--- config.mk ---
export PLATFORM = sky130hd
export DESIGN_NAME = iprs_fetch
export DESIGN_NICKNAME = d
export VERILOG_FILES = /design/src/hdl/iprs_pkg.sv /design/src/hdl/iprs_fetch.sv
export SDC_FILE = /design/constraint.sdc
export NUM_CORES = 1
export LEC_CHECK = 0
export BUFFER_PORTS_ARGS = -buffer_cell sky130_fd_sc_hd__buf_2
export CAP_MARGIN = 25
export CELL_PAD_IN_SITES_DETAIL_PLACEMENT = 2
export CELL_PAD_IN_SITES_GLOBAL_PLACEMENT = 2
export CORE_ASPECT_RATIO = 0.9
export CORE_MARGIN = 5
export CORE_UTILIZATION = 31
export DETAILED_ROUTE_END_ITERATION = 10
export HOLD_SLACK_MARGIN = 0.02
export PLACE_DENSITY_LB_ADDON = 0.12
export SYNTH_ARGS = -nofsm -noshare
export SYNTH_HDL_FRONTEND = slang
export SYNTH_SLANG_ARGS = --single-unit
--- constraint.sdc ---
create_clock -name clock -period 2.3 [get_ports clock]
set_input_delay 0 -clock clock [delete_from_list [all_inputs] [get_ports clock]]
set_output_delay 0 -clock clock [all_outputs]
set_load 0.005 [all_outputs]
--- src/hdl/iprs_pkg.sv ---
// Shared constants, types and helpers for the IPv4 range index search block.
package iprs_pkg;

   localparam int DB_BYTES_DEFAULT = 1048576;
   localparam int REG_W            = 24;
   localparam int ADDR_W           = 25;
   localparam int IDX_W            = 22;
   localparam int IP_W             = 32;
   localparam int PTR_W            = 24;
   localparam int REQ_DATA_W       = 64;
   localparam int RSP_DATA_W       = 24;
   localparam int CSR_INDEX_W      = 1;

   localparam logic [3:0]      REC_SIZE = 4'd7;
   localparam logic [IP_W-1:0] TOP_MASK = 32'hffffff00;

   localparam logic [CSR_INDEX_W-1:0] CSR_INDEX_BEGIN = 1'b0;
   localparam logic [CSR_INDEX_W-1:0] CSR_INDEX_END   = 1'b1;

   localparam logic MODE_LOAD   = 1'b0;
   localparam logic MODE_LOOKUP = 1'b1;

   localparam logic [2:0] NBYTES_START = 3'd4;
   localparam logic [2:0] NBYTES_PTR   = 3'd3;
   localparam logic [2:0] NBYTES_END   = 3'd4;

   typedef struct packed {
      logic              start;
      logic [ADDR_W-1:0] addr;
      logic [2:0]        nbytes;
   } fetch_req_type;

   typedef struct packed {
      logic            done;
      logic [IP_W-1:0] word;
   } fetch_rsp_type;

   // byte offset of index record k: begin + 7k
   function automatic logic [ADDR_W-1:0] rec_addr(input logic [REG_W-1:0] base,
                                                  input logic [IDX_W-1:0] k);
      logic [ADDR_W-1:0] k7;
      k7 = ADDR_W'({k, 3'b000}) - ADDR_W'(k);
      return ADDR_W'(base) + k7;
   endfunction

endpackage

--- src/hdl/iprs_fetch.sv ---
// Byte-serial little-endian word fetch from the database RAM.
module iprs_fetch #(
   parameter int DB_BYTES = iprs_pkg::DB_BYTES_DEFAULT
) (
   input  logic                          clock,
   input  logic                          reset,
   input  iprs_pkg::fetch_req_type       fetch_req,
   output iprs_pkg::fetch_rsp_type       fetch_rsp,
   output logic [$clog2(DB_BYTES)-1:0]   mem_addr,
   input  logic [7:0]                    mem_rdata
);
   import iprs_pkg::*;

   localparam int AW = $clog2(DB_BYTES);
   localparam logic [ADDR_W-1:0] DB_LIMIT = ADDR_W'(DB_BYTES);

   logic              busy_ff, busy_in;
   logic              done_ff, done_in;
   logic              oob_ff, oob_in;
   logic [2:0]        cnt_ff, cnt_in;
   logic [2:0]        n_ff, n_in;
   logic [ADDR_W-1:0] addr_ff, addr_in;
   logic [IP_W-1:0]   word_ff, word_in;
   logic [1:0]        lane;

   assign lane = cnt_ff[1:0] - 2'd1;

   always_comb begin
      busy_in = busy_ff;
      done_in = 1'b0;
      oob_in  = oob_ff;
      cnt_in  = cnt_ff;
      n_in    = n_ff;
      addr_in = addr_ff;
      word_in = word_ff;
      if (fetch_req.start) begin
         busy_in = 1'b1;
         cnt_in  = 3'd0;
         n_in    = fetch_req.nbytes;
         addr_in = fetch_req.addr;
         word_in = '0;
      end else if (busy_ff) begin
         if (cnt_ff < n_ff) begin
            addr_in = addr_ff + ADDR_W'(1);
            oob_in  = (addr_ff >= DB_LIMIT);
         end
         if (cnt_ff != 3'd0) begin
            word_in[8*lane +: 8] = oob_ff ? 8'd0 : mem_rdata;
         end
         cnt_in = cnt_ff + 3'd1;
         if (cnt_ff == n_ff) begin
            busy_in = 1'b0;
            done_in = 1'b1;
         end
      end
   end

   always_ff @(posedge clock) begin
      if (reset) begin
         busy_ff <= 1'b0;
         done_ff <= 1'b0;
      end else begin
         busy_ff <= busy_in;
         done_ff <= done_in;
      end
      oob_ff  <= oob_in;
      cnt_ff  <= cnt_in;
      n_ff    <= n_in;
      addr_ff <= addr_in;
      word_ff <= word_in;
   end

   assign mem_addr       = addr_ff[AW-1:0];
   assign fetch_rsp.done = done_ff;
   assign fetch_rsp.word = word_ff;
endmodule

==> results.cfg <==
[run_status]
status = finished, final reports clean

[floorplanning]
start_util_pct = 31.9
row_count = 35
core_mm2 = 0.0103
floorplan.die_area_mm2 = 0.0128
dieHeight_um = 108
ios = 92
die_w_um = 119

[global_routing]
grt_max_degree = 32
grt_usage_pct = 17.2
grt_pass1_vias = 3351
grt_first_pass_wirelength_mm = 17.3
grt_remaining_overflow = 0
antenna_found_initial = 0

[clock_tree]
cts.clk_slew.worst_paths_ps = 60
cts-buffers-inserted = 9
cts.repair.resized = 0
cts_root_buffer = clkbuf_16
insertion_delay_ps = 330
h-tree-depth = 3
cts_tree = done
cts_sinks = 66
cts_max_path_buffers = 2

[layout]
fillers = 1159
final_cell_count_no_fill = 600
seq_area_mm2 = 0.00161
final_common_cell = buf_2
syn2layout_area_growth_pct = 33.4
multi_input_comb_area_mm2 = 0.00143
final_nets = 516
mostFrequentLayoutCells = 91 x buf_2, 43 x nand2_1, 37 x dfxtp_1, 35 x nor2_1, 29 x edfxtp_1
layout-drive-gt1-share_pct = 26.5
antenna_cells = 0

[yosys]
synth_cell_type_count = 39
avgSynthCellArea_um2 = 9.27
synth_cells = 356
async_reset_ff_share_pct = 0
synth_area_mm2 = 0.00330
syn_nets = 406
ys_ff_latch = 66
synth_edf_count = 29
synthFlopType = dfxtp_1
yosysSeqAreaShare_pct = 48.8
yosysWarnings = 0

[routing]
routed_wl_mm = 10.7
first_pass_iters = 5
vias = 3054
vias_per_cell = 5.09
drcViolationCount = 0
drtIter0Drc = 98
ant_nets = 0
wire_per_inst_um = 17.8

[worst_setup_path]
crit_path_max_fanout = 12
cp-end-kind = register
max_stage_delay_ps = 640
reg2reg_from = addr_ff[6]$_DFFE_PP_
cp-start-kind = register
crit_type = reg2reg
arrival_ps = 2290
worstPathCellList = nand3_4 -> or4_4 -> or4_1 -> a31oi_1
cp-startpoint = addr_ff[6]$_DFFE_PP_
cpMaxStageDelayCell = or4_4
cp.required_ps = 2470

[power_and_ir_drop]
p_leak_nw = 1.80
cellPowerDensity_mw_per_mm2 = 714
peakVddDrop_uv = 313

[placed_design]
place_congestion = 0.699
dp_cells = 554
port_buffers = 91
hpwl_mm = 7.63

[sta]
hold_ws_ps = 33.4
setup_violations = 0
drv_slew = 0
finalClockSkew_ps = 6.41
setup_tns_ps = 0
rsz0062_at_grt = false
hold_viol = 0
finalCriticalPeriod_ps = 2120
worst_pin_slew_ps = 493
period_share_pct = 92.4
timing.fmax_mhz = 471
max-slew-margin-rel_pct = 66.9

[min_path]
hold_start = fetch_req[23]
hold_path.class = in2reg

[run]
maxCapViolCount = 0
## what timing repair did
action,in CTS,in global routing
endpoints found under the hold margin,48,0
setup endpoints to repair,0,1
hold buffers,28,0
buffers inserted,0,2
## per-stage QoR
stage / worst slack, ps / utilization [%] / power (mW) / cell area [um^2]
after global placement: 257 / 36.9 / 1.76 / 3810
after floorplan: 269 / - / 1.64 / 3300
after global routing: 50.7 / 42.6 / 3.29 / 4400
after detailed placement: 157 / 36.9 / 1.78 / 3810
after CTS: 137 / 42.5 / 3.19 / 4390
final: 176 / 42.6 / 3.15 / 4400
## layout make-up
cell class | count | share of cell area (%)
Multi-Input combinational cell | 244 | 32.6
Inverter | 11 | 0.938
Tap cell | 129 | 3.67
Sequential cell | 66 | 36.6
Clock buffer | 15 | 6.56
Clock inverter | 1 | 0.114
Timing Repair Buffer | 134 | 19.6
## cells in the mapped netlist (7+ instances only)
cell      instances  area [um^2]
a21oi_1          17         85.1
a22oi_1          17          128
inv_1            10         37.5
nand2_1          43          161
nor4_1            7         43.8
nor2_1           35          131
edfxtp_1         29          871
o21ai_0          19         95.1
dfxtp_1          37          741
a31oi_1           8         50.1
buf_4            22          165
nand3_1          26          130
ha_1             11          138
xnor2_1          12          105
clkbuf_1         12         45.0
nand4_1           7         43.8
## sequential cells by signal, summed over array words and instances (netlist names)
signal,flops
done_ff,1
word_ff,32
addr_ff,25
busy_ff,1
oob_ff,1
cnt_ff,3
n_ff,3
## kinds of logic (layout without fill, tap and decap cells)
family | count (synthesis) | after routing | share of synthesized area [%]
xor+xnor | 15 | 15 | 3.98
mux | 2 | 2 | 0.644
flops | 66 | 66 | 48.8
fa+ha+maj | 11 | 11 | 4.17
simple gates | 147 | 147 | 21.8
buf+inv | 46 | 161 | 7.73
compound gates | 69 | 69 | 12.9
## critical path, delay by kind of cell, from the launching register on
kind	cells	cell delay, ps
DFF	1	440
AOI/OAI and AO/OA	1	190
and+or+nand+nor	3	1330
## report_power, final
part	internal, mW	switching, mW	total [mW]
logic	0.192	0.217	0.409
registers	1.31	0.0762	1.38
clock network	0.854	0.499	1.35
total	2.35	0.793	3.15
## routing by layer
metal | track usage, % | vias up | part of all wire (%)
met4 | 5.54 | 0 | 1.6
met3 | 5.04 | 15 | 5.3
met1 | 21.3 | 1505 | 45
met2 | 28.7 | 61 | 48
li1 | - | 1473 | -
met5 | 0 | - | 0
## final timing paths
kind / cells after the start / slack [ps] / end
setup / recovery: 4 / 180 / addr_ff[19]$_DFFE_PP_
hold / removal: 3 / 30 / addr_ff[20]$_DFFE_PP_
setup reg to reg: 4 / 180 / addr_ff[19]$_DFFE_PP_
hold reg to reg: 2 / 450 / word_ff[4]$_SDFFE_PP0P_
No activity file was read; power rests on OpenSTA's default activity.
