==> src/hdl/iprs_ram.sv <==
// Generic single-port RAM with registered read.
module iprs_ram #(
   parameter int WIDTH = 8,
   parameter int DEPTH = 64
) (
   input  logic                     clock,
   input  logic                     we,
   input  logic [$clog2(DEPTH)-1:0] addr,
   input  logic [WIDTH-1:0]         wdata,
   output logic [WIDTH-1:0]         rdata
);
   logic [WIDTH-1:0] mem [DEPTH];
   logic [WIDTH-1:0] rdata_ff;

   always_ff @(posedge clock) begin
      if (we) begin
         mem[addr] <= wdata;
      end
      rdata_ff <= mem[addr];
   end

   assign rdata = rdata_ff;
endmodule

==> config.mk <==
export PLATFORM = sky130hd
export DESIGN_NAME = iprs_ram
export DESIGN_NICKNAME = d
export VERILOG_FILES = /design/src/hdl/iprs_ram.sv
export SDC_FILE = /design/constraint.sdc
export NUM_CORES = 1
export LEC_CHECK = 0
export BUFFER_PORTS_ARGS = -buffer_cell sky130_fd_sc_hd__buf_2
export CAP_MARGIN = 20
export CORE_MARGIN = 2
export CORE_UTILIZATION = 60
export DETAILED_ROUTE_END_ITERATION = 7
export PLACE_DENSITY = 0.76
export RECOVER_POWER = 25
export REMOVE_ABC_BUFFERS = 1
export SETUP_SLACK_MARGIN = 0.2
export SYNTH_ARGS = -nofsm -noshare
export SYNTH_HDL_FRONTEND = slang
export SYNTH_SLANG_ARGS = --single-unit
==> constraint.sdc <==
create_clock -name clock -period 7 [get_ports clock]
set_clock_uncertainty 0.05 [all_clocks]
set_input_delay 1.75 -clock clock [delete_from_list [all_inputs] [get_ports clock]]
set_output_delay 1.75 -clock clock [all_outputs]
set_load 0.005 [all_outputs]
==> results of run 1 <==
[Yosys cell counts (10+ instances only)]
cell,instances
a221oi_1,21
a22o_1,10
o22ai_1,22
a22oi_1,40
nand2b_1,24
edfxtp_1,512
o22a_1,11
nand3b_1,12
a221o_1,11
clkbuf_1,36
nand2_1,45
buf_2,30
a21oi_1,28
a31oi_1,15
nor2_1,82
mux2i_1,63
mux4_2,41
[tightest hold or removal path, delay by kind of cell, from the launching register on]
kind               cells  cell delay (ps)
and+or+nand+nor        1               90
AOI/OAI and AO/OA      2              200
DFF                    1              320
[through the flow]
stage | util | std cells
after global placement | 0.6240 | 1583
final | 0.6744 | 1679
after global routing | 0.6742 | 1677
after detailed placement | 0.6240 | 1583
after CTS | 0.6750 | 1676
after floorplan | - | 1090
[flip-flops by register name (all words and copies together), names as in the netlist]
| name | flops |
|---|---|
| rdata | 8 |
| mem | 512 |
[how the worst max path moves through the flow]
stage	endpoint	slack, ps	depth (start not counted)
after floorplan	mem[44][0]$_DFFE_PP_	3030	3
after global placement	rdata[2]$_DFF_P_	2080	7
after detailed placement	rdata[2]$_DFF_P_	2030	7
after CTS	rdata[2]$_DFF_P_	2550	7
after global routing	rdata[2]$_DFF_P_	2370	7
final	rdata[1]$_DFF_P_	2440	7
[where the power goes]
group	switching (W)	leakage, nW	total, W	internal [W]
clock	0.00112	0.842	0.00281	0.00169
sequential	0.0000129	4.67	0.00347	0.00346
combinational	0.000235	1.71	0.000338	0.000103
total	0.00137	7.23	0.00661	0.00525
[cells by family after synthesis]
group | Yosys count | share of synthesized area
flops | 520 | 0.7597
simple gates | 229 | 0.05715
compound gates | 222 | 0.08076
mux | 116 | 0.08260
buf+inv | 84 | 0.01982
[per-layer routing]
metal,part of all wire,global-route usage,vias up,routed length (µm)
met5,0,0,-,0
li1,-,-,4795,-
met3,0.13,0.07357,132,6411
met4,0.035,0.1049,0,1774
met2,0.47,0.4405,838,23250
met1,0.37,0.3994,5743,18560
[area by class of cell]
type                       instances  share of cell area
antenna                            3           0.0003320
clock buffer                      63             0.05932
clock inverter                    30             0.01643
inverter                           3           0.0004980
multi-input combinational        567              0.1995
sequential                       520              0.6870
tap                              448             0.02479
timing repair buffer              45             0.01212
==> results.md, run 1 <==
- The run finished, with violations left.
- The final reports fail on max-capacitance violations, max-slew violations.
- Setup violations remaining at the end of the flow were counted as 0.
- The total of cells resized after clock tree synthesis is 0.
- Clock-pin slew was measured on the worst setup and hold paths at 70 ps.
- The startpoint-to-endpoint class of the critical path is input pin to register.
- In the synthesized netlist the dominant register cell turns out to be edfxtp_1.
- Summed over all failing endpoints, the final setup total negative slack is 0 ps.
- The number of nets in the layout is 1204.
- The finished cells cover 22610 µm².
- The total area of multi-input combinational cells is 4512 µm².
- Of the available clock period, the critical path in the final layout requires 0.6514.
- The share of Yosys cell area claimed by the top area cell type is 0.7518.
- The number of H-tree levels is 2.
- The buffering stage count on the worst path with inverters included is 2.
- The effective utilization at floorplan is 0.6099.
- The startpoint of the tightest hold check path is mem[3][4]$_DFFE_PP_.
- By area the synthesized netlist is led by edfxtp_1 75%, mux4_2 4.5%, mux2i_1 3.1%, nor2_1 1.5%, a22oi_1 1.5%.
- The CTS sink count is 520.
- The delay of the slowest cell on the worst path is 800 ps.
- The area of all sequential standard cells is 15530 µm².
- The initial detailed-routing violation count is 1756.
- The library cell used most frequently in the layout, excluding fill and tap cells, is edfxtp_1.
- The worst voltage drop across the vdd grid is 0.0002255 V.
- The number of storage elements in the synthesis netlist is 520.
- In this run the worst path has a maximum fanout of 75.
- The relative area change from synthesis to final layout is 10.58%.
- The worst register-to-register path ends at rdata[1]$_DFF_P_.
- After filler insertion, the fill cell instance count of the layout stands at 2185.
- The count of warnings emitted by yosys is 0.
- Setup repair after global routing left no endpoint under its margin.
- For this run, design rule violations remaining after detail routing come to 0.
- The pre-antenna-repair detailed-routing pass consisted of 5 iterations.
- The arrival time of the worst setup path is 5010 ps.
- Across all layers, the routed design uses 11510 vias.
- The class of the worst hold path is register to register.
- The count of mapped cells out of synthesis is 1171.
- In the global route stage, overall resource usage came out at 0.2856.
- The distinct cell type count after synthesis is 56.
- The library cells used most frequently in the layout, excluding fill and tap cells, are 512 x edfxtp_1, 81 x nor2_1, 63 x mux2i_1.
- At the end of routability-driven placement, the weighted congestion stood at 0.9515.
- The largest area contributor in the netlist is edfxtp_1.
- For this design the static power due to leakage is 7.226 nW.
- The minimum setup slack after placement is 2029 ps.
- The count of buffers added by post-CTS timing repair for setup is 0.
- STA classifies the critical path endpoint as a register.
- For this run, asynchronously set or reset flops after synthesis account for 0.
- The worst path meets setup with 2440 ps of slack.
- The critical path starts at addr[2].
- In this run, synthesis inferred 512 flip-flops with an integrated enable.
- The worst hold path terminates at rdata[4]$_DFF_P_.
- Traced cell by cell, the critical path runs through buf_6 > buf_4 > and2_1 > a22oi_1 > and3_1 > o311ai_0 > or4_1.
- The clock tree buffer depth is 3.
- The initial antenna violation count came to 3.
- The setup slack of the worst register-to-register path is 4610 ps.
- The total power of the final layout is 0.006614 W.
- The area of the die is 35580 µm².
- The transition at the pin with the smallest max-transition slack is 3392 ps.
- For this block, the routed nets add up to 49990 µm of wire.
- The power per standard cell area is 292.5 nW/µm².
- Clock latency on the worst-skew pair, taken at its later pin, is 560 ps.
- After floorplanning, the core was sized to cover 33530 µm².
- The count of final hold-check violations is 0.
- Of the cells placed in the final design, the portion with a size suffix greater than 1 is 0.1368.
- For the worst flop-to-flop path, the logic depth is 5.
- Headroom to the max-slew limit came out at -1.262.
- Global routing finished with a remaining overflow of 0.
- The total standard cell area after synthesis is 20450 µm².
- The wire-length estimate of the detail-placed layout is 28840 µm.
- The slowest library cell on the worst path is o311ai_0.
- Grouping stages by cell kind, the critical path spends the most delay in simple AND/OR/NAND/NOR gates.
- The via count of the first global-routing pass came to 11570.
- The tool flagged a number of max-cap violations equal to 8.
- The worst hold-check slack is 589.5 ps.
- The number of clock buffers inserted by TritonCTS is 51.
- For this run, the register share of the synthesized area comes to 0.7597.
- STA classifies the critical path startpoint as an input pin.
- The post-layout minimum cycle time is 4560 ps.
- The maximum number of pins on one net before global-route repair is 84.
- The CTS root buffer is clkbuf_16.
- Row generation in the floorplan step produced 67 rows.
- The worst hold path cell count is 3.
- In this run the vertical extent of the chip is 188.6 µm.
- The width of the die is 188.6 µm.
- The per-cell routed wire length is 29.77 µm.
- The data required time at the worst endpoint is 7450 ps.
- In this run the cell area measured after placement is 20920 µm².
- The wire length of the first global-routing pass is 74460 µm.
- Each instance of the synthesized netlist takes up on average 17.46 µm².
- Timing would allow up to 219.3 MHz.
- The post-detailed-route count of antenna-violating nets is 0.
- TritonCTS built the clock tree.
- The via-per-instance ratio is 6.854.
- For this design the top-level I/O count stands at 24.
- The number of input and output port buffers inserted is 23.
- After clock tree synthesis, the flow added hold-fix buffers numbering 0.
- The startpoint of the most critical register-to-register path is mem[54][1]$_DFFE_PP_.
- The count of pins over their slew limit came to 520.
Power figures use the tool's default switching activity.
==> inputs of run 2 (changes only) <==
Clock period 7 ns to 4.3 ns, I/O delays scaled along.
==> run 2 against run 1 <==
  * The flow still finishes with violations (max-capacitance violations, max-slew violations)
  * Via count up 3.5%
  * Final area up 2.8%
  * Sequential cell count unchanged
  * First-iteration DRC count up 5.3%
  * Critical path type unchanged
==> results.md, run 2 (synthesis gave the netlist of run 1 again) <==
- Status: complete, but fails checks (unchanged).
- Violations in the final reports: max-capacitance violations, max-slew violations (unchanged).
- The number of nets in the layout is 1290 (was 1204).
- The wire length of the first global-routing pass came to 76360 µm (was 74460 µm).
- The total of cells resized after clock tree synthesis was 0 (unchanged).
- The portion of total power attributed to the clock network was 0.421 (was 0.425).
- The design area is 23250 µm² (was 22610 µm²).
- The number of H-tree levels is 2 (unchanged).
- The post-detailed-route count of antenna-violating nets is 0 (unchanged).
- The effective utilization at floorplan was 0.6099 (unchanged).
- The highest fanout seen on the critical path is 32 (was 75).
- Static timing analysis puts the maximum clock frequency at 284.3 MHz.
- The largest register by flop count is mem (unchanged).
- The kind of launch point of the worst setup path is an input pin (unchanged).
- The overall routing resource usage was 0.2962 (was 0.2856).
- The worst relative slew slack is -0.7049 (was -1.262).
- The hold buffer count at cts is 0 (unchanged).
- The area of the die was 35580 µm² (unchanged).
- The cell count of the worst reg-to-reg path is 5 (unchanged).
- The startpoint of the most critical register-to-register path is mem[2][7]$_DFFE_PP_ (was mem[54][1]$_DFFE_PP_).
- The endpoint of the worst-slack reg-to-reg timing path was rdata[7]$_DFF_P_ (was rdata[1]$_DFF_P_).
- The fraction of layout instances using a drive strength above 1 is 0.1922 (was 0.1368).
- The internal power came to 0.008507 W (was 0.005247 W).
- The later-pin clock latency in the skew report is 570 ps (was 560 ps).
- The worst voltage drop across the vdd grid is 0.0005118 V (was 0.0002255 V).
- The power per standard cell area is 461.7 nW/µm² (was 292.5 nW/µm²).
- The width of the die is 188.6 µm (unchanged).
- The number of flip-flops in the largest register is 512 (unchanged).
- The clock tree buffer depth is 3 (unchanged).
- The end point of the critical path is rdata[7]$_DFF_P_ (was rdata[1]$_DFF_P_).
- The minimum setup slack after placement is 331.5 ps (was 2029 ps).
- Leading cell types in the layout, fill and taps excluded: 512 x edfxtp_1, 107 x buf_4, 81 x nor2_1 (was 512 x edfxtp_1, 81 x nor2_1, 63 x mux2i_1).
- The combinational cell fraction of total power is 0.054 (was 0.051).
- The count of buffers added by post-CTS timing repair for setup was 0 (unchanged).
- The number of violations of the max-capacitance limit is 4 (was 8).
- In the finished design, the share of the clock period the worst path needs comes to 0.8180.
- The standard-cell row count is 67 (unchanged).
- The CTS root buffer is clkbuf_16 (unchanged).
- The nature of the critical path endpoint is a register (unchanged).
- The class of the worst hold path is register to register (unchanged).
- The number of input and output port buffers inserted came to 23 (unchanged).
- Unrepaired setup endpoints after global routing: false (unchanged).
- The transition at the pin with the smallest max-transition slack is 2557 ps (was 3392 ps).
- The count of vias placed by the detailed router was 11920 (was 11510).
- The data required time at the worst endpoint came to 4660 ps (was 7450 ps).
- The leakage power is 7.667 nW (was 7.226 nW).
- The startpoint-to-endpoint class of the critical path is input pin to register (unchanged).
- The residual DRC count is 0 (unchanged).
- The initial detailed-routing violation count is 1849 (was 1756).
- The cell area after placement came to 21550 µm² (was 20920 µm²).
- The switching part of the total power is 0.2075 (was 0.2068).
- The final wirelength is 51700 µm (was 49990 µm).
- Worst path cell trace: buf_4 > buf_4 > mux4_2 > o21ai_1 > o2111ai_1 > or4b_1 (was buf_6 > buf_4 > and2_1 > a22oi_1 > and3_1 > o311ai_0 > or4_1).
- The per-cell routed wire length is 29.37 µm (was 29.77 µm).
- The standard cell core area came to 33530 µm² (unchanged).
- The relative area change from synthesis to final layout came to 13.69% (was 10.58%).
- The height of the chip is 188.6 µm (unchanged).
- The total power of the final layout is 0.01073 W (was 0.006614 W).
- The initial antenna violation count is 3 (unchanged).
- The count of final hold-check violations is 0 (unchanged).
- The TritonCTS clock tree is done (unchanged).
- The via count of the first global-routing pass came to 11710 (was 11570).
- The number of clock buffers inserted by TritonCTS is 50 (was 51).
- The slowest library cell on the worst path is or4b_1 (was o311ai_0).
- The slack of the critical path is 782.5 ps (was 2440 ps).
- The sequential group share of total power is 0.525 (was 0.524).
- The worst setup path startpoint is addr[0] (was addr[2]).
- The HPWL after detailed placement was 32230 µm (was 28840 µm).
- The number of search-and-repair iterations in the first detailed-routing pass was 6 (was 5).
- The most frequent standard cell in the layout excluding fill and tap cells is edfxtp_1 (unchanged).
- The count of final setup violators is 0 (unchanged).
- The maximum number of pins on one net before global-route repair is 65 (was 84).
- The fraction of the core area covered by cells at the end of the flow came to 0.6934 (was 0.6744).
- The I/O pin count is 24 (unchanged).
- The clock transition at the registers of the reported paths is 60 ps (was 70 ps).
- The CTS sink count came to 520 (unchanged).
- The via-per-instance ratio was 6.770 (was 6.854).
- The cell seen most often among critical-path stages is buf_4.
- The setup slack of the worst register-to-register path is 1540 ps (was 4610 ps).
- The setup TNS after final layout is 0 ps (unchanged).
- The delay of the slowest cell on the worst path is 670 ps (was 800 ps).
- The arrival time of the worst setup path is 3880 ps (was 5010 ps).
- The post-layout minimum cycle time is 3518 ps.
- The routability-driven placement congestion ratio was 0.9460 (was 0.9515).
- The count of pins over their slew limit is 175 (was 520).
- The total global routing overflow is 0 (unchanged).
- The net switching power is 0.002227 W (was 0.001367 W).
run 2: power by group through the flow:
stage / clock, W / sequential [W] / combinational, W
global placement: 0 / 0.00574 / 0.000552
detailed placement: 0 / 0.00574 / 0.000566
global route: 0.00476 / 0.00563 / 0.000606
finish: 0.00452 / 0.00563 / 0.000581
floorplan: 0 / 0.00573 / 0.000237
CTS: 0.00455 / 0.00563 / 0.000569
run 2: per-stage QoR:
step	instances	hold WS, ps
final	1760	642.8
after global routing	1759	664.3
after CTS	1755	654.2
after detailed placement	1666	642.1
after global placement	1666	632.1
after floorplan	1090	512.7
run 2: worst max-delay path, delay by kind of cell:
kind                   cells  cell delay (ps)
AOI/OAI and AO/OA          2              720
buffers and inverters      2              790
muxes                      1              590
and+or+nand+nor            1              670
run 2: how the worst min path moves through the flow:
stage | start | end | slack [ps] | depth (start not counted)
after CTS | mem[3][4]$_DFFE_PP_ | rdata[4]$_DFF_P_ | 650 | 3
after global placement | mem[3][4]$_DFFE_PP_ | rdata[4]$_DFF_P_ | 630 | 3
after global routing | mem[3][4]$_DFFE_PP_ | rdata[4]$_DFF_P_ | 660 | 3
after detailed placement | mem[3][4]$_DFFE_PP_ | rdata[4]$_DFF_P_ | 640 | 3
final | mem[3][4]$_DFFE_PP_ | rdata[4]$_DFF_P_ | 640 | 3
after floorplan | mem[3][0]$_DFFE_PP_ | rdata[0]$_DFF_P_ | 510 | 3
run 2: metal layers:
| metal | track usage | vias up | share of wire |
|---|---|---|---|
| met2 | 0.4607 | 848 | 0.47 |
| met1 | 0.4160 | 5968 | 0.37 |
| met5 | 0 | - | 0.00025 |
| met3 | 0.06780 | 142 | 0.12 |
| met4 | 0.1115 | 2 | 0.040 |
| li1 | - | 4955 | - |
run 2: cell type report:
class | instances | area, µm²
tap | 448 | 560.5
multi-input combinational | 567 | 4512
antenna | 1 | 2.502
clock buffer | 66 | 1405
sequential | 520 | 15530
fill | 2162 | 10280
clock inverter | 23 | 285.3
inverter | 3 | 11.26
timing repair buffer | 132 | 938.4
==> inputs of run 3 (changes only) <==
Settings changed: ABC_AREA set to 1.
Clock period 4.3 ns to 3.54 ns, I/O delays scaled along.
==> run 3 against run 2 <==
  * The flow still finishes with violations (max-capacitance violations, max-slew violations)
  * Routed wire length is 0.95% higher
  * Global-route usage down 1.8 points
  * Synthesized area increased by 7.8%
  * Register-to-register slack improved by 510 ps
  * Sequential power up 21%
  * First-iteration DRC count down 12%
  * Critical path depth shrank 4
  * Combinational power is 35% higher
  * Die area rose by 7.6%
==> results.md, run 3 <==
- The height of the chip came to 195.7 µm (was 188.6 µm).
- The CTS sink count is 520 (unchanged).
- The sequential group share of total power came to 0.544 (was 0.525).
- The count of buffers added by post-CTS timing repair for setup came to 0 (unchanged).
- The number of violations of the max-capacitance limit is 4 (unchanged).
- The switching part of the total power came to 0.2211 (was 0.2075).
- The most frequently used flop master after synthesis is edfxtp_1 (unchanged).
- The buffering stage count on the worst path with inverters included is 2 (unchanged).
- The clock transition at the registers of the reported paths is 60 ps (about the same).
- The count of mapped cells out of synthesis came to 2167 (was 1171).
- The number of storage elements in the synthesis netlist is 520 (unchanged).
- The effective utilization at floorplan is 0.6050 (was 0.6099).
- The maximum number of pins on one net before global-route repair was 89 (was 65).
- The via-per-instance ratio came to 5.500 (was 6.770).
- The standard-cell row count is 70 (was 67).
- The internal power was 0.009794 W (was 0.008507 W).
- The number of search-and-repair iterations in the first detailed-routing pass is 7 (was 6).
- The relative area change from synthesis to final layout is 10.82% (was 13.69%).
- The final wirelength is 52190 µm (was 51700 µm).
- The timing-limited maximum frequency is 343.0 MHz.
- The largest register by flop count was mem (unchanged).
- Status: complete, but fails checks (unchanged).
- Worst path cell trace: buf_2 > dlymetal6s2s_1 (was buf_4 > buf_4 > mux4_2 > o21ai_1 > o2111ai_1 > or4b_1).
- The number of input and output port buffers inserted came to 23 (unchanged).
- The fraction of registers with async set/reset is 0 (unchanged).
- In the finished design, the share of the clock period the worst path needs comes to 0.8235.
- The share of synthesized area occupied by flip-flops and latches is 0.7047 (was 0.7597).
- The count of final setup violators is 0 (unchanged).
- The net switching power is 0.002781 W (was 0.002227 W).
- The overall routing resource usage is 0.2778 (was 0.2962).
- The width of the die came to 195.7 µm (was 188.6 µm).
- The portion of total power attributed to the clock network came to 0.394 (was 0.421).
- The number of flip-flops in the largest register is 512 (unchanged).
- The transition at the pin with the smallest max-transition slack came to 2579 ps (was 2557 ps).
- The fraction of layout instances using a drive strength above 1 is 0.08355 (was 0.1922).
- The count of vias placed by the detailed router is 15090 (was 11920).
- The startpoint-to-endpoint class of the critical path is input pin to register (unchanged).
- Unrepaired setup endpoints after global routing: false (unchanged).
- The distinct cell type count after synthesis is 22 (was 56).
- The worst hold-check slack is 716.6 ps (was 642.8 ps).
- The per-cell routed wire length was 19.02 µm (was 29.37 µm).
- The share of Yosys cell area claimed by the top area cell type is 0.6974 (was 0.7518).
- The kind of cell adding the most delay to the critical path was buffers and inverters (unchanged).
- The total global routing overflow is 0 (unchanged).
- The worst voltage drop across the vdd grid is 0.0003598 V (was 0.0005118 V).
- The number of clock buffers inserted by TritonCTS is 50 (unchanged).
- The count of final hold-check violations is 0 (unchanged).
- The data required time at the worst endpoint is 3480 ps (was 4660 ps).
- The class of the worst hold path was register to register (unchanged).
- The hold buffer count at cts is 0 (unchanged).
- The fraction of the core area covered by cells at the end of the flow is 0.6705 (was 0.6934).
- The mean instance size in the synthesized netlist is 10.17 µm² (was 17.46 µm²).
- The leakage power came to 10.30 nW (was 7.667 nW).
- The total of cells resized after clock tree synthesis came to 0 (unchanged).
- The arrival time of the worst setup path is 2860 ps (was 3880 ps).
- The largest area contributor in the netlist is edfxtp_1 (unchanged).
- Most used standard cells in the synthesized netlist: 1384 x nand2_1, 512 x edfxtp_1, 87 x nor2_1 (was 512 x edfxtp_1, 82 x nor2_1, 63 x mux2i_1).
- Violations in the final reports: max-capacitance violations, max-slew violations (unchanged).
- The combinational cell fraction of total power is 0.062 (was 0.054).
- The post-detailed-route count of antenna-violating nets is 0 (unchanged).
- The leading cell type by number of instances after synthesis is nand2_1 (was edfxtp_1).
- The standard cell core area came to 36430 µm² (was 33530 µm²).
- The CTS root buffer is clkbuf_16 (unchanged).
- The power per standard cell area is 514.7 nW/µm² (was 461.7 nW/µm²).
- The later-pin clock latency in the skew report is 570 ps (about the same).
- The initial detailed-routing violation count is 1636 (was 1849).
- The clock tree buffer depth is 3 (unchanged).
- Leading cell types in the layout, fill and taps excluded: 1384 x nand2_1, 512 x edfxtp_1, 88 x buf_4 (was 512 x edfxtp_1, 107 x buf_4, 81 x nor2_1).
- The wire length of the first global-routing pass came to 81270 µm (was 76360 µm).
- The most frequent standard cell in the layout excluding fill and tap cells was nand2_1 (was edfxtp_1).
- The kind of launch point of the worst setup path is an input pin (unchanged).
- The number of H-tree levels is 2 (unchanged).
- The total standard cell area after synthesis came to 22040 µm² (was 20450 µm²).
- The delay of the slowest cell on the worst path is 1840 ps (was 670 ps).
- The HPWL after detailed placement came to 30890 µm (was 32230 µm).
- The I/O pin count is 24 (unchanged).
- The slowest library cell on the worst path is dlymetal6s2s_1 (was or4b_1).
- The worst relative slew slack is -0.7218 (was -0.7049).
- The routability-driven placement congestion ratio is 0.8887 (was 0.9460).
- The highest fanout seen on the critical path came to 64 (was 32).
- The nature of the critical path endpoint is a register (unchanged).
- The setup TNS after final layout came to 0 ps (unchanged).
- The initial antenna violation count was 0 (was 3).
- The count of filler cells inserted in the layout was 2645 (was 2162).
- The area of the die is 38290 µm² (was 35580 µm²).
- Top cells by area in the synthesized netlist: edfxtp_1 70%, nand2_1 24%, nor2_1 1.5%, buf_2 1.2%, buf_6 0.77% (was edfxtp_1 75%, mux4_2 4.5%, mux2i_1 3.1%, nor2_1 1.5%, a22oi_1 1.5%).
- The via count of the first global-routing pass is 14740 (was 11710).
- The TritonCTS clock tree was done (unchanged).
- The smallest clock period supported by the final layout is computed as 2915 ps.
- The count of pins over their slew limit is 196 (was 175).
- The residual DRC count is 0 (unchanged).
- The slack of the critical path is 624.7 ps (was 782.5 ps).
- The number of flops mapped to enable cells by yosys is 512 (unchanged).
- The count of warnings emitted by yosys was 0 (unchanged).
- The minimum setup slack after placement was 455.7 ps (was 331.5 ps).
- The number of nets in the layout is 2252 (was 1290).
==> run 3: changes by cell type in the layout (fill, tap and decap cells not counted), sizes merged, moves of 26 or more <==
cell,change
nand2,+1339
mux2i,-63
mux4,-41
a22oi,-40
a21oi,-28
inv,+26
==> run 3: cell families after synthesis <==
logic type,count (synthesis),synth area share
AO/OA/AOI/OAI,12,0.003292
buffers and inverters,131,0.03156
flip-flops,520,0.7047
AND/OR/NAND/NOR,1504,0.2605
==> run 3: through the flow <==
step / instance area (µm²) / instances / power, W
after global routing: 24430 / 2742 / 0.01293
final: 24430 / 2744 / 0.01257
after global placement: 22970 / 2652 / 0.007716
after floorplan: 21460 / 2066 / 0.007330
after CTS: 24460 / 2742 / 0.01261
after detailed placement: 22970 / 2652 / 0.007735
==> run 3: layout make-up <==
cell class	instances	area [µm²]	share of cell area
Timing Repair Buffer	118	879.6	0.03600
Antenna cell	2	5.005	0.0002049
Multi-Input combinational cell	1516	5814	0.2380
Sequential cell	520	15530	0.6359
Clock inverter	24	160.2	0.006555
Inverter	30	118.9	0.004865
Tap cell	468	585.6	0.02397
Clock buffer	66	1333	0.05454
==> run 3: worst paths after layout <==
path | depth (start not counted) | start | slack, ps | to
worst min register to register | 6 | mem[23][6]$_DFFE_PP_ | 720 | rdata[6]$_DFF_P_
worst min-delay path | 6 | mem[23][6]$_DFFE_PP_ | 720 | rdata[6]$_DFF_P_
worst max-delay path | 2 | wdata[3] | 620 | mem[23][3]$_DFFE_PP_
worst max register to register | 7 | mem[39][6]$_DFFE_PP_ | 2050 | rdata[6]$_DFF_P_
==> run 3: routing by layer <==
layer	share of wire	global-route usage
met5	0	0
met4	0.030	0.09764
met3	0.094	0.05037
met2	0.47	0.4476
met1	0.41	0.3867
==> run 3: power by group through the flow <==
stage	clock network, W	registers [W]	logic, W
2_1_floorplan	0	0.00696	0.000370
3_3_place_gp	0	0.00696	0.000755
3_5_place_dp	0	0.00696	0.000772
4_1_cts	0.00500	0.00683	0.000781
5_1_grt	0.00523	0.00684	0.000866
6_report	0.00495	0.00684	0.000785
